==> src/rtl/core/psan_pkg.sv <==
package psan_pkg;

  typedef enum logic [2:0] {
    RSN_NONE     = 3'd0,
    RSN_EMPTY    = 3'd1,
    RSN_LEAD     = 3'd2,
    RSN_CHAR     = 3'd3,
    RSN_LONG     = 3'd4,
    RSN_COMP     = 3'd5,
    RSN_RESERVED = 3'd6,
    RSN_EXT      = 3'd7
  } reason_e;

  typedef struct packed {
    logic [7:0] ch;
    logic       is_slash;
    logic       is_dot;
    logic       is_bad;
  } norm_t;

  typedef struct packed {
    logic [7:0] out_char;
    logic       end_of_path;
    logic       accepted;
    reason_e    reason;
  } result_t;

  localparam logic [7:0] CH_SLASH     = 8'h2f;
  localparam logic [7:0] CH_BACKSLASH = 8'h5c;
  localparam logic [7:0] CH_DOT       = 8'h2e;
  localparam logic [7:0] CH_COLON     = 8'h3a;
  localparam logic [7:0] CH_SPACE     = 8'h20;
  localparam logic [7:0] CH_UPPER_A   = 8'h41;
  localparam logic [7:0] CH_UPPER_Z   = 8'h5a;
  localparam logic [7:0] CASE_OFFSET  = 8'h20;

  localparam int unsigned RESERVED_LEN = 14;
  localparam logic [8*RESERVED_LEN-1:0] RESERVED_STR = "fs-aliases.lua";

  localparam int unsigned EXT_MAX = 5;
  localparam int unsigned NUM_EXT = 10;
  localparam int unsigned ExtLenW = $clog2(EXT_MAX + 1);

  // byte k of each extension sits at bits 8k
  localparam logic [8*EXT_MAX-1:0] EXT_CHARS [NUM_EXT] = '{
    {16'h0, "gfc"},
    {16'h0, "mvq"},
    {8'h0,  "msaw"},
    {16'h0, "lld"},
    {24'h0, "os"},
    "bilyd",
    {16'h0, "exe"},
    {16'h0, "moc"},
    {16'h0, "tab"},
    {16'h0, "dmc"}
  };

  localparam logic [ExtLenW-1:0] EXT_LEN [NUM_EXT] = '{
    3'd3, 3'd3, 3'd4, 3'd3, 3'd2, 3'd5, 3'd3, 3'd3, 3'd3, 3'd3
  };

  function automatic logic [7:0] reserved_char(input logic [3:0] idx);
    reserved_char = RESERVED_STR[8*(RESERVED_LEN-1-int'(idx)) +: 8];
  endfunction

endpackage

==> src/rtl/core/psan_norm.sv <==
module psan_norm (
  input  logic [7:0]     char_code_i,
  output psan_pkg::norm_t norm_o
);
  import psan_pkg::*;

  logic [7:0] slash_fixed;
  logic [7:0] lowered;

  always_comb begin
    slash_fixed = (char_code_i == CH_BACKSLASH) ? CH_SLASH : char_code_i;
    if (slash_fixed >= CH_UPPER_A && slash_fixed <= CH_UPPER_Z) begin
      lowered = slash_fixed + CASE_OFFSET;
    end else begin
      lowered = slash_fixed;
    end
    norm_o.ch       = lowered;
    norm_o.is_slash = (lowered == CH_SLASH);
    norm_o.is_dot   = (lowered == CH_DOT);
    norm_o.is_bad   = (lowered < CH_SPACE) || (lowered == CH_COLON);
  end

endmodule

==> src/rtl/core/psan_state.sv <==
module psan_state #(
  parameter int unsigned PATH_LIMIT = 64
) (
  input  logic              clk_i,
  input  logic              rst_ni,
  input  logic              step_i,
  input  logic              is_end_i,
  input  logic              full_mode_i,
  input  psan_pkg::norm_t   norm_i,
  output psan_pkg::result_t result_o
);
  import psan_pkg::*;

  localparam int unsigned PosW = $clog2(PATH_LIMIT) + 1;
  localparam logic [PosW-1:0] PosMax = PosW'(PATH_LIMIT);
  localparam logic [PosW-1:0] LongAt = PosW'(PATH_LIMIT - 1);

  logic [PosW-1:0]      pos_q, pos_d;
  logic [1:0]           comp_len_q, comp_len_d;
  logic                 all_dots_q, all_dots_d;
  reason_e              err_q, err_d;
  logic                 dot_seen_q, dot_seen_d;
  logic [8*EXT_MAX-1:0] ext_q, ext_d;
  logic [ExtLenW-1:0]   ext_len_q, ext_len_d;
  logic                 ext_long_q, ext_long_d;
  logic                 rmatch_q, rmatch_d;

  logic    comp_bad;
  logic    ext_forbidden;
  reason_e end_err;

  assign comp_bad = (comp_len_q == 2'd0) || ((comp_len_q <= 2'd2) && all_dots_q);

  always_comb begin
    ext_forbidden = 1'b0;
    for (int e = 0; e < NUM_EXT; e++) begin
      if (ext_len_q == EXT_LEN[e] && ext_q == EXT_CHARS[e]) begin
        ext_forbidden = 1'b1;
      end
    end
    ext_forbidden = ext_forbidden && dot_seen_q && !ext_long_q;
  end

  always_comb begin
    end_err = err_q;
    if (end_err == RSN_NONE) begin
      if (pos_q == '0) begin
        end_err = RSN_EMPTY;
      end else if (comp_bad) begin
        end_err = RSN_COMP;
      end
    end
    if (end_err == RSN_NONE && full_mode_i) begin
      if (rmatch_q && int'(pos_q) == RESERVED_LEN) begin
        end_err = RSN_RESERVED;
      end else if (ext_forbidden) begin
        end_err = RSN_EXT;
      end
    end
  end

  always_comb begin
    pos_d      = pos_q;
    comp_len_d = comp_len_q;
    all_dots_d = all_dots_q;
    err_d      = err_q;
    dot_seen_d = dot_seen_q;
    ext_d      = ext_q;
    ext_len_d  = ext_len_q;
    ext_long_d = ext_long_q;
    rmatch_d   = rmatch_q;

    if (is_end_i) begin
      result_o.out_char    = '0;
      result_o.end_of_path = 1'b1;
      result_o.accepted    = (end_err == RSN_NONE);
      result_o.reason      = end_err;
      pos_d      = '0;
      comp_len_d = '0;
      all_dots_d = 1'b1;
      err_d      = RSN_NONE;
      dot_seen_d = 1'b0;
      ext_d      = '0;
      ext_len_d  = '0;
      ext_long_d = 1'b0;
      rmatch_d   = 1'b1;
    end else begin
      result_o.out_char    = norm_i.ch;
      result_o.end_of_path = 1'b0;
      result_o.accepted    = 1'b0;
      result_o.reason      = RSN_NONE;

      if (err_q == RSN_NONE) begin
        if (pos_q == '0 && norm_i.is_slash) begin
          err_d = RSN_LEAD;
        end else if (pos_q >= LongAt) begin
          err_d = RSN_LONG;
        end else if (norm_i.is_bad) begin
          err_d = RSN_CHAR;
        end else if (norm_i.is_slash && comp_bad) begin
          err_d = RSN_COMP;
        end
      end

      if (norm_i.is_slash) begin
        comp_len_d = '0;
        all_dots_d = 1'b1;
      end else begin
        if (comp_len_q != 2'd3) begin
          comp_len_d = comp_len_q + 2'd1;
        end
        if (!norm_i.is_dot) begin
          all_dots_d = 1'b0;
        end
      end

      if (int'(pos_q) >= RESERVED_LEN || reserved_char(pos_q[3:0]) != norm_i.ch) begin
        rmatch_d = 1'b0;
      end

      if (norm_i.is_dot) begin
        dot_seen_d = 1'b1;
        ext_d      = '0;
        ext_len_d  = '0;
        ext_long_d = 1'b0;
      end else if (dot_seen_q) begin
        if (int'(ext_len_q) < EXT_MAX) begin
          ext_d[8*ext_len_q +: 8] = norm_i.ch;
          ext_len_d = ext_len_q + 1'b1;
        end else begin
          ext_long_d = 1'b1;
        end
      end

      if (pos_q < PosMax) begin
        pos_d = pos_q + 1'b1;
      end
    end
  end

  always_ff @(posedge clk_i or negedge rst_ni) begin
    if (!rst_ni) begin
      pos_q      <= '0;
      comp_len_q <= '0;
      all_dots_q <= 1'b1;
      err_q      <= RSN_NONE;
      dot_seen_q <= 1'b0;
      ext_q      <= '0;
      ext_len_q  <= '0;
      ext_long_q <= 1'b0;
      rmatch_q   <= 1'b1;
    end else if (step_i) begin
      pos_q      <= pos_d;
      comp_len_q <= comp_len_d;
      all_dots_q <= all_dots_d;
      err_q      <= err_d;
      dot_seen_q <= dot_seen_d;
      ext_q      <= ext_d;
      ext_len_q  <= ext_len_d;
      ext_long_q <= ext_long_d;
      rmatch_q   <= rmatch_d;
    end
  end

`ifndef SYNTHESIS
  // path state returns to its clean value after an end item
  assert property (@(posedge clk_i) disable iff (!rst_ni)
    step_i && is_end_i |=> pos_q == '0 && err_q == RSN_NONE && rmatch_q && !dot_seen_q)
    else $error("path state not cleared after end item");

  // a held reason never changes until the path ends
  assert property (@(posedge clk_i) disable iff (!rst_ni)
    step_i && !is_end_i && err_q != RSN_NONE |=> err_q == $past(err_q))
    else $error("first error overwritten");

  // the end result carries the error already held
  assert property (@(posedge clk_i) disable iff (!rst_ni)
    is_end_i && err_q != RSN_NONE |-> result_o.reason == err_q && !result_o.accepted)
    else $error("held error lost at end of path");

  // byte count never runs past the limit
  assert property (@(posedge clk_i) disable iff (!rst_ni)
    pos_q <= PosMax)
    else $error("byte position beyond limit");
`endif

endmodule

==> src/rtl/core/path_sanitizer_stream.sv <==
// path sanitizer, one path byte per item
// input channel: in_valid_i / in_ready_o carry char_code_i and is_end_i;
//   an item with is_end_i set closes the path and its byte is ignored
// output channel: out_valid_o / out_ready_i carry one result per item:
//   the normalized byte, or on the end item end_of_path_o with
//   accepted_o and reject_reason_o
// cfg_we_i / cfg_wdata_i write full_check_mode, reset value 1; write
//   only while no path is in flight
// latency: result valid one cycle after the input accept edge (input
//   register, then result register); throughput one item per cycle, set by
//   the single-cycle update of the per-path state between the two registers
// reset: both registers empty, path state clean, full check mode on
// a stalled receiver holds the result register; one more item waits in
//   the input register, then in_ready_o drops until the result is taken
// after each end item the path state clears for the next path
module path_sanitizer_stream #(
  parameter int unsigned PATH_LIMIT = 64
) (
  input  logic       clk_i,
  input  logic       rst_ni,
  input  logic       in_valid_i,
  output logic       in_ready_o,
  input  logic [7:0] char_code_i,
  input  logic       is_end_i,
  output logic       out_valid_o,
  input  logic       out_ready_i,
  output logic [7:0] out_char_o,
  output logic       end_of_path_o,
  output logic       accepted_o,
  output logic [2:0] reject_reason_o,
  input  logic       cfg_we_i,
  input  logic       cfg_wdata_i
);
  import psan_pkg::*;

  logic       s1_valid_q;
  logic [7:0] s1_char_q;
  logic       s1_end_q;
  logic       out_valid_q;
  result_t    out_q;
  logic       mode_q;

  logic    out_free;
  logic    s1_adv;
  norm_t   norm;
  result_t result;

  assign out_free   = !out_valid_q || out_ready_i;
  assign s1_adv     = s1_valid_q && out_free;
  assign in_ready_o = !s1_valid_q || out_free;

  psan_norm u_norm (
    .char_code_i(s1_char_q),
    .norm_o     (norm)
  );

  psan_state #(
    .PATH_LIMIT(PATH_LIMIT)
  ) u_state (
    .clk_i      (clk_i),
    .rst_ni     (rst_ni),
    .step_i     (s1_adv),
    .is_end_i   (s1_end_q),
    .full_mode_i(mode_q),
    .norm_i     (norm),
    .result_o   (result)
  );

  always_ff @(posedge clk_i or negedge rst_ni) begin
    if (!rst_ni) begin
      s1_valid_q  <= 1'b0;
      out_valid_q <= 1'b0;
      mode_q      <= 1'b1;
    end else begin
      if (in_ready_o) begin
        s1_valid_q <= in_valid_i;
      end
      if (out_free) begin
        out_valid_q <= s1_valid_q;
      end
      if (cfg_we_i) begin
        mode_q <= cfg_wdata_i;
      end
    end
  end

  always_ff @(posedge clk_i) begin
    if (in_valid_i && in_ready_o) begin
      s1_char_q <= char_code_i;
      s1_end_q  <= is_end_i;
    end
    if (s1_adv) begin
      out_q <= result;
    end
  end

  assign out_valid_o     = out_valid_q;
  assign out_char_o      = out_q.out_char;
  assign end_of_path_o   = out_q.end_of_path;
  assign accepted_o      = out_q.accepted;
  assign reject_reason_o = out_q.reason;

endmodule
==> config.mk <==
export PLATFORM = sky130hd
export DESIGN_NAME = path_sanitizer_stream
export DESIGN_NICKNAME = d
export VERILOG_FILES = /design/src/rtl/core/psan_pkg.sv /design/src/rtl/core/psan_norm.sv /design/src/rtl/core/psan_state.sv /design/src/rtl/core/path_sanitizer_stream.sv
export SDC_FILE = /design/constraint.sdc
export NUM_CORES = 1
export LEC_CHECK = 0
export BUFFER_PORTS_ARGS = -buffer_cell sky130_fd_sc_hd__buf_4
export CAP_MARGIN = 20
export CORE_MARGIN = 4
export CORE_UTILIZATION = 39
export CTS_CLUSTER_DIAMETER = 60
export CTS_CLUSTER_SIZE = 20
export DETAILED_ROUTE_END_ITERATION = 10
export SLEW_MARGIN = 20
export SYNTH_ARGS = -nofsm -noshare
export SYNTH_HDL_FRONTEND = slang
export SYNTH_SLANG_ARGS = --single-unit
==> constraint.sdc <==
create_clock -name clk_i -period 7.6 [get_ports clk_i]
set_input_delay 2.28 -clock clk_i [delete_from_list [all_inputs] [get_ports clk_i]]
set_output_delay 2.28 -clock clk_i [all_outputs]
set_load 0.05 [all_outputs]
==> results.toml, run 1 <==
[status]
status = "finished clean"

[sta]
max_freq_mhz = 197
setup_violations = 0
maxSlewHeadroom_pct = 40.0
rsz0062_at_grt = "false"
setup_tns_ns = 0
holdWs_ns = 0.485
fin_crit_sh_pct = 66.8
worstMarginPinSlew_ns = 0.900
finClkSkew_ns = 0.00818
fin_crit_ns = 5.07
finalHoldViolations = 0
report.final.slew_viol_count = 0

[cells_and_area]
drive_above_1_share_pct = 17.6
postLayoutCoreUtil_pct = 45.6
nets = 544
antenna_cells = 0
area_growth_pct = 12.4

[clocking]
cts_made_buffers = 9
cts_resized = 0
cts.sinks = 84
cts_tree = "yes"
post_cts_buffers = 0
cts_hold_buffers = 0
clk_path_buf_depth = 2
cts_root_buf = "clkbuf_16"
clk_pin_slew_ns = 0.06
clock_latency_ns = 0.35
htree_levels = 3

[synthesis]
yosys.area.top_type = "dfrtp_1"
yosysWarnings = 0
synth_common_cells = "dfrtp_1 (59), nand2_1 (40), o21ai_0 (35)"
synth_edf_count = 22
syn_inst = 494
synth_most_common_cell = "dfrtp_1"
yosysSeqAreaShare_pct = 44.8
syn-cell-area_um2 = 4950
ys_top_cells_by_area = "dfrtp_1 (30%), edfxtp_1 (13%), ha_1 (4.0%), o21ai_0 (3.5%), nor4_1 (3.4%)"
synth_top_cell_area_share_pct = 29.8
ys.flop_type = "dfrtp_1"
synth-seq-cells = 84
ys_types = 79
async_reset_ff_share_pct = 73.8
syn-num-nets = 525
avgSynthCellArea_um2 = 10.0

[pwr]
p_total_uw = 1200
ir_worst_vdd_mv = 0.0881
powerDensity_nw_per_um2 = 216
leakagePower_uw = 0.00225

[worst_hold_path]
min-delay-start = "u_state.ext_q[35]$_DFFE_PN0P_"
hold_class = "reg2reg"
min_path_cells = 2
hold_end = "u_state.ext_q[35]$_DFFE_PN0P_"

[critical_path]
arrival_ns = 2.79
reg2reg_depth = 7
cp.required_ns = 5.32
end_kind = "output port"
r2r_slack_ns = 4.62
timing.rr.start = "u_state.ext_len_q[0]$_DFFE_PN0P_"
critPathLaunchType = "input pin"
crit_type = "in2out"
path_max_fanout = 3
r2r-end = "u_state.ext_q[32]$_DFFE_PN0P_"

[floorplanning]
fp.dieW_um = 121
die_h_um = 121
num_rows = 40
core_area_um2 = 12200
start_util_pct = 40.5
pin_count = 30
die-area_um2 = 14600

[drt]
routed_wl_um = 12300
drtIter0Drc = 430
wire_per_inst_um = 17.9
drc_errors = 0
vias = 3927
final_antenna_net_count = 0
dr.pass1.iters = 5
routed_via_density = 5.72

[grt]
grt_pass1_vias = 3828
grt_pass1_wl_um = 20500
grt_max_degree = 63
antenna_found_initial = 0
grt_overflow = 0
grt_use_total_pct = 18.0

[placement]
io_buffer_count = 29
dp_hpwl_um = 8700
gp_congestion = 0.835

[job]
maxCapViolations = 0
## routing by layer
metal  track usage, %  part of all wire [%]
met3             4.68                   4.8
met1             25.8                    49
met5                0                     0
met4             4.89                   1.4
met2             27.0                    45
## sequential cells by signal (all words and copies together) (netlist names)
signal and count:
u_state.rmatch_q 1, reject_reason_o 3, u_state.pos_q 7, out_valid_o 1, u_state.ext_len_q 3, s1_char_q 8, u_state.all_dots_q 1, end_of_path_o 1
out_char_o 8, u_state.err_q 3, s1_end_q 1, s1_valid_q 1, u_state.dot_seen_q 1, accepted_o 1, u_state.comp_len_q 2, u_state.ext_long_q 1
mode_q 1, u_state.ext_q 40
## stage by stage
step                instances  instance area [um^2]  setup slack, ns
finish                    686                  5570             2.53
global route              686                  5570             2.50
CTS                       686                  5570             2.52
detailed placement        670                  5270             2.53
global placement          670                  5270             2.56
floorplan                 494                  4950             2.56
## cells in the final DEF, fill, tap and decap left out, types with 3 or more instances in the layout
cell type,Yosys,layout
dfrtp_1,59,59
nand2_1,40,40
o21ai_0,35,34
buf_4,2,30
nor4_1,27,27
nor2_1,27,27
nor3_1,25,25
inv_1,22,22
edfxtp_1,22,22
a21oi_1,16,16
ha_1,16,16
nand3_1,13,13
nand2b_1,11,11
mux2_4,11,11
nand4_1,10,10
mux2_2,9,9
o31ai_1,9,9
clkbuf_16,0,9
nor2b_1,7,7
and2_1,6,6
nor4b_1,5,5
and4_1,5,5
nor4bb_1,5,5
or3_1,5,5
o21a_1,4,4
nand4b_1,4,4
a22o_1,4,4
or2_2,3,3
a211oi_1,3,3
and3_1,3,3
or3b_2,3,3
a31oi_1,3,3
mux2i_1,3,3
a21oi_2,3,3
a21o_1,3,3
clkinvlp_4,0,3
dfstp_2,3,3
## critical path: stages
cell	delay, ns
buf_4	0.11
nand3b_1	0.19
buf_4	0.22
## cells by family (layout without fill, tap and decap cells)
| logic type | count (synthesis) | after routing | synth area share [%] |
|---|---|---|---|
| AOI/OAI and AO/OA | 107 | 107 | 15.0 |
| muxes | 25 | 25 | 6.45 |
| buffers and inverters | 45 | 69 | 4.17 |
| DFF | 84 | 84 | 44.8 |
| xor gates and xnor gates | 5 | 5 | 1.19 |
| adders and majority gates | 16 | 16 | 4.04 |
| and+or+nand+nor | 212 | 212 | 24.3 |
## worst max path at each step
stage / cells past startpoint / startpoint / slack (ns) / end
after detailed placement: 3 / out_ready_i / 2.53 / in_ready_o
after global routing: 3 / out_ready_i / 2.50 / in_ready_o
after CTS: 3 / out_ready_i / 2.52 / in_ready_o
after floorplan: 1 / out_ready_i / 2.56 / in_ready_o
after global placement: 3 / out_ready_i / 2.56 / in_ready_o
final: 3 / out_ready_i / 2.53 / in_ready_o
## power by group
group | total (uW) | internal (uW) | switching, uW
Sequential | 536 | 498 | 38.5
Combinational | 224 | 85.8 | 138
Clock | 444 | 256 | 188
Total | 1200 | 839 | 365
## cell type report
type / instances / area, um^2
Clock inverter: 7 / 75.1
Multi-Input combinational cell: 365 / 2530
Tap cell: 168 / 210
Inverter: 23 / 86.3
Fill cell: 1212 / 6650
Timing Repair Buffer: 30 / 225
Clock buffer: 9 / 225
Sequential cell: 84 / 2220
(Power assumes the default switching activity.)
==> inputs of run 2 (changes only) <==
==> constraint.sdc (replaced) <==
create_clock -name clk_i -period 4.3 [get_ports clk_i]
set_input_delay 1.29 -clock clk_i [delete_from_list [all_inputs] [get_ports clk_i]]
set_output_delay 1.29 -clock clk_i [all_outputs]
set_load 0.05 [all_outputs]
==> run 2 against run 1 <==
Compared with the run above: via count rose by 1.7%; routed wire length up 1.0%; sequential power is 77% higher; count of clock-buffer cells in the layout rose by 1; first-iteration DRC count increased by 0.70%; flip-flop and latch count did not move; cell area increased by 0.36%; critical path depth did not move; global-route usage shrank 0.34 points; non-clock buffer count increased by 2; largest power group unchanged.
==> results.toml, run 2 (synthesized netlist as in run 1, its figures left out) <==
[drt]
routed_via_density = 5.80
routed.top_layer = "met4"
vias = 3992
drtIter0Drc = 433
route.met2.wl_um = 5600
met3_length_um = 654
m1WireLength_um = 5830
final_antenna_net_count = 0
routed_wl_um = 12400
dr.pass1.iters = 5
drc_errors = 0
wire_per_inst_um = 18.0

[critical_path]
crit_type = "in2out"
path_cells = "buf_4 > nand3b_1 > buf_4"
cpMostUsedCell = "buf_4"
reg2reg_depth = 8
r2r_slack_ns = 1.43
end_kind = "output port"
timing.rr.start = "u_state.pos_q[1]$_DFFE_PN0P_"
cpMaxStageDelayCell = "buf_4"
path_max_fanout = 3
critPathLaunchType = "input pin"
r2r-end = "u_state.err_q[1]$_DFFE_PN0P_"
cp.required_ns = 3.01
critPathMaxStageDelay_ns = 0.21
crit_path_start = "out_ready_i"
arrival_ns = 1.80
crit_end = "in_ready_o"

[sta]
finalHoldViolations = 0
fin_crit_sh_pct = 71.8
holdWs_ns = 0.490
setup_tns_ns = 0
report.final.slew_viol_count = 0
max_freq_mhz = 324
finClkSkew_ns = 0.00742
rsz0062_at_grt = "false"
maxSlewHeadroom_pct = 33.5
worstMarginPinSlew_ns = 0.992
fin_crit_ns = 3.09
setup_violations = 0

[clocking]
cts_made_buffers = 9
post_cts_buffers = 0
clk_pin_slew_ns = 0.07
clk_path_buf_depth = 2
cts_resized = 0
cts_hold_buffers = 0
cts_root_buf = "clkbuf_16"
cts_tree = "yes"
htree_levels = 3
clock_latency_ns = 0.35
cts.sinks = 84

[cells_and_area]
drive_above_1_share_pct = 17.9
largest_reg_flops = 40
nets = 546
regMostFlops = "u_state.ext_q"
fill_cells = 1161
final_cell_mix = "dfrtp_1 (59), nand2_1 (40), o21ai_0 (34)"
final_common_cell = "dfrtp_1"
postLayoutCoreUtil_pct = 45.7
area_growth_pct = 12.8
antenna_cells = 0

[floorplanning]
core_area_um2 = 12200
die-area_um2 = 14600
pin_count = 30
die_h_um = 121
fp.dieW_um = 121
start_util_pct = 40.5
num_rows = 40

[pwr]
ir_worst_vdd_mv = 0.174
seq_power_share_pct = 44.4
powerDensity_nw_per_um2 = 382
cellInternalPower_uw = 1470
switchingPower_uw = 665
leakagePower_uw = 0.00227
p_clk_share_pct = 36.9
power_frac_comb_pct = 18.7
switching_share_pct = 31.2
p_total_uw = 2140

[grt]
grt_pass1_wl_um = 20000
grt_max_degree = 63
grt_overflow = 0
grt_use_total_pct = 17.7
grt_pass1_vias = 3715
antenna_found_initial = 0

[placement]
io_buffer_count = 29
gp_congestion = 0.874
dp_hpwl_um = 8830

[worst_hold_path]
hold_class = "reg2reg"

[status]
status = "finished clean"

[job]
maxCapViolations = 0
==> run 2: stage by stage <==
stage / worst slack (ns) / std cells / area, um^2
floorplan: 1.24 / 494 / 4950
global placement: 1.24 / 672 / 5280
detailed placement: 1.17 / 672 / 5280
CTS: 1.17 / 688 / 5590
global route: 1.17 / 688 / 5590
finish: 1.21 / 688 / 5590
==> run 2: power groups by stage <==
stage               clock (uW)  sequential, uW  combinational [uW]
global route               834             958                 441
floorplan                    0             976                 268
global placement             0             960                 391
finish                     787             949                 400
detailed placement           0             964                 399
CTS                        799             948                 401
==> run 2: metal layers <==
metal  vias to the layer above  track usage, %
met5                         -               0
met4                         0            7.29
met3                        25            3.32
met2                       126            26.1
met1                      1939            25.4
li1                       1902               -
==> run 2: final cells by class <==
type,count,area (um^2),area share [%]
inverters,23,86.3,1.55
repair buffers,32,240,4.30
clock inverters,6,55.1,0.986
clock buffers,10,250,4.48
multi-input cells,365,2530,45.3
well taps,168,210,3.76
flip-flops and latches,84,2220,39.7
==> run 2: worst min path at each step <==
stage                              startpoint                        endpoint  slack (ns)  cells past startpoint
2_1_floorplan   u_state.ext_q[34]$_DFFE_PN0P_   u_state.ext_q[34]$_DFFE_PN0P_        0.45                      2
3_3_place_gp    u_state.ext_q[34]$_DFFE_PN0P_   u_state.ext_q[34]$_DFFE_PN0P_        0.46                      2
3_5_place_dp    u_state.ext_q[39]$_DFFE_PN0P_   u_state.ext_q[39]$_DFFE_PN0P_        0.47                      2
4_1_cts        u_state.all_dots_q$_DFFE_PN1P_  u_state.all_dots_q$_DFFE_PN1P_        0.49                      2
5_1_grt         u_state.ext_q[39]$_DFFE_PN0P_   u_state.ext_q[39]$_DFFE_PN0P_        0.51                      2
6_report       u_state.all_dots_q$_DFFE_PN1P_  u_state.all_dots_q$_DFFE_PN1P_        0.49                      2
==> run 2: worst max-delay path, delay by kind of cell <==
kind | cells | cell delay (ns)
simple gates | 1 | 0.18
buf+inv | 2 | 0.32
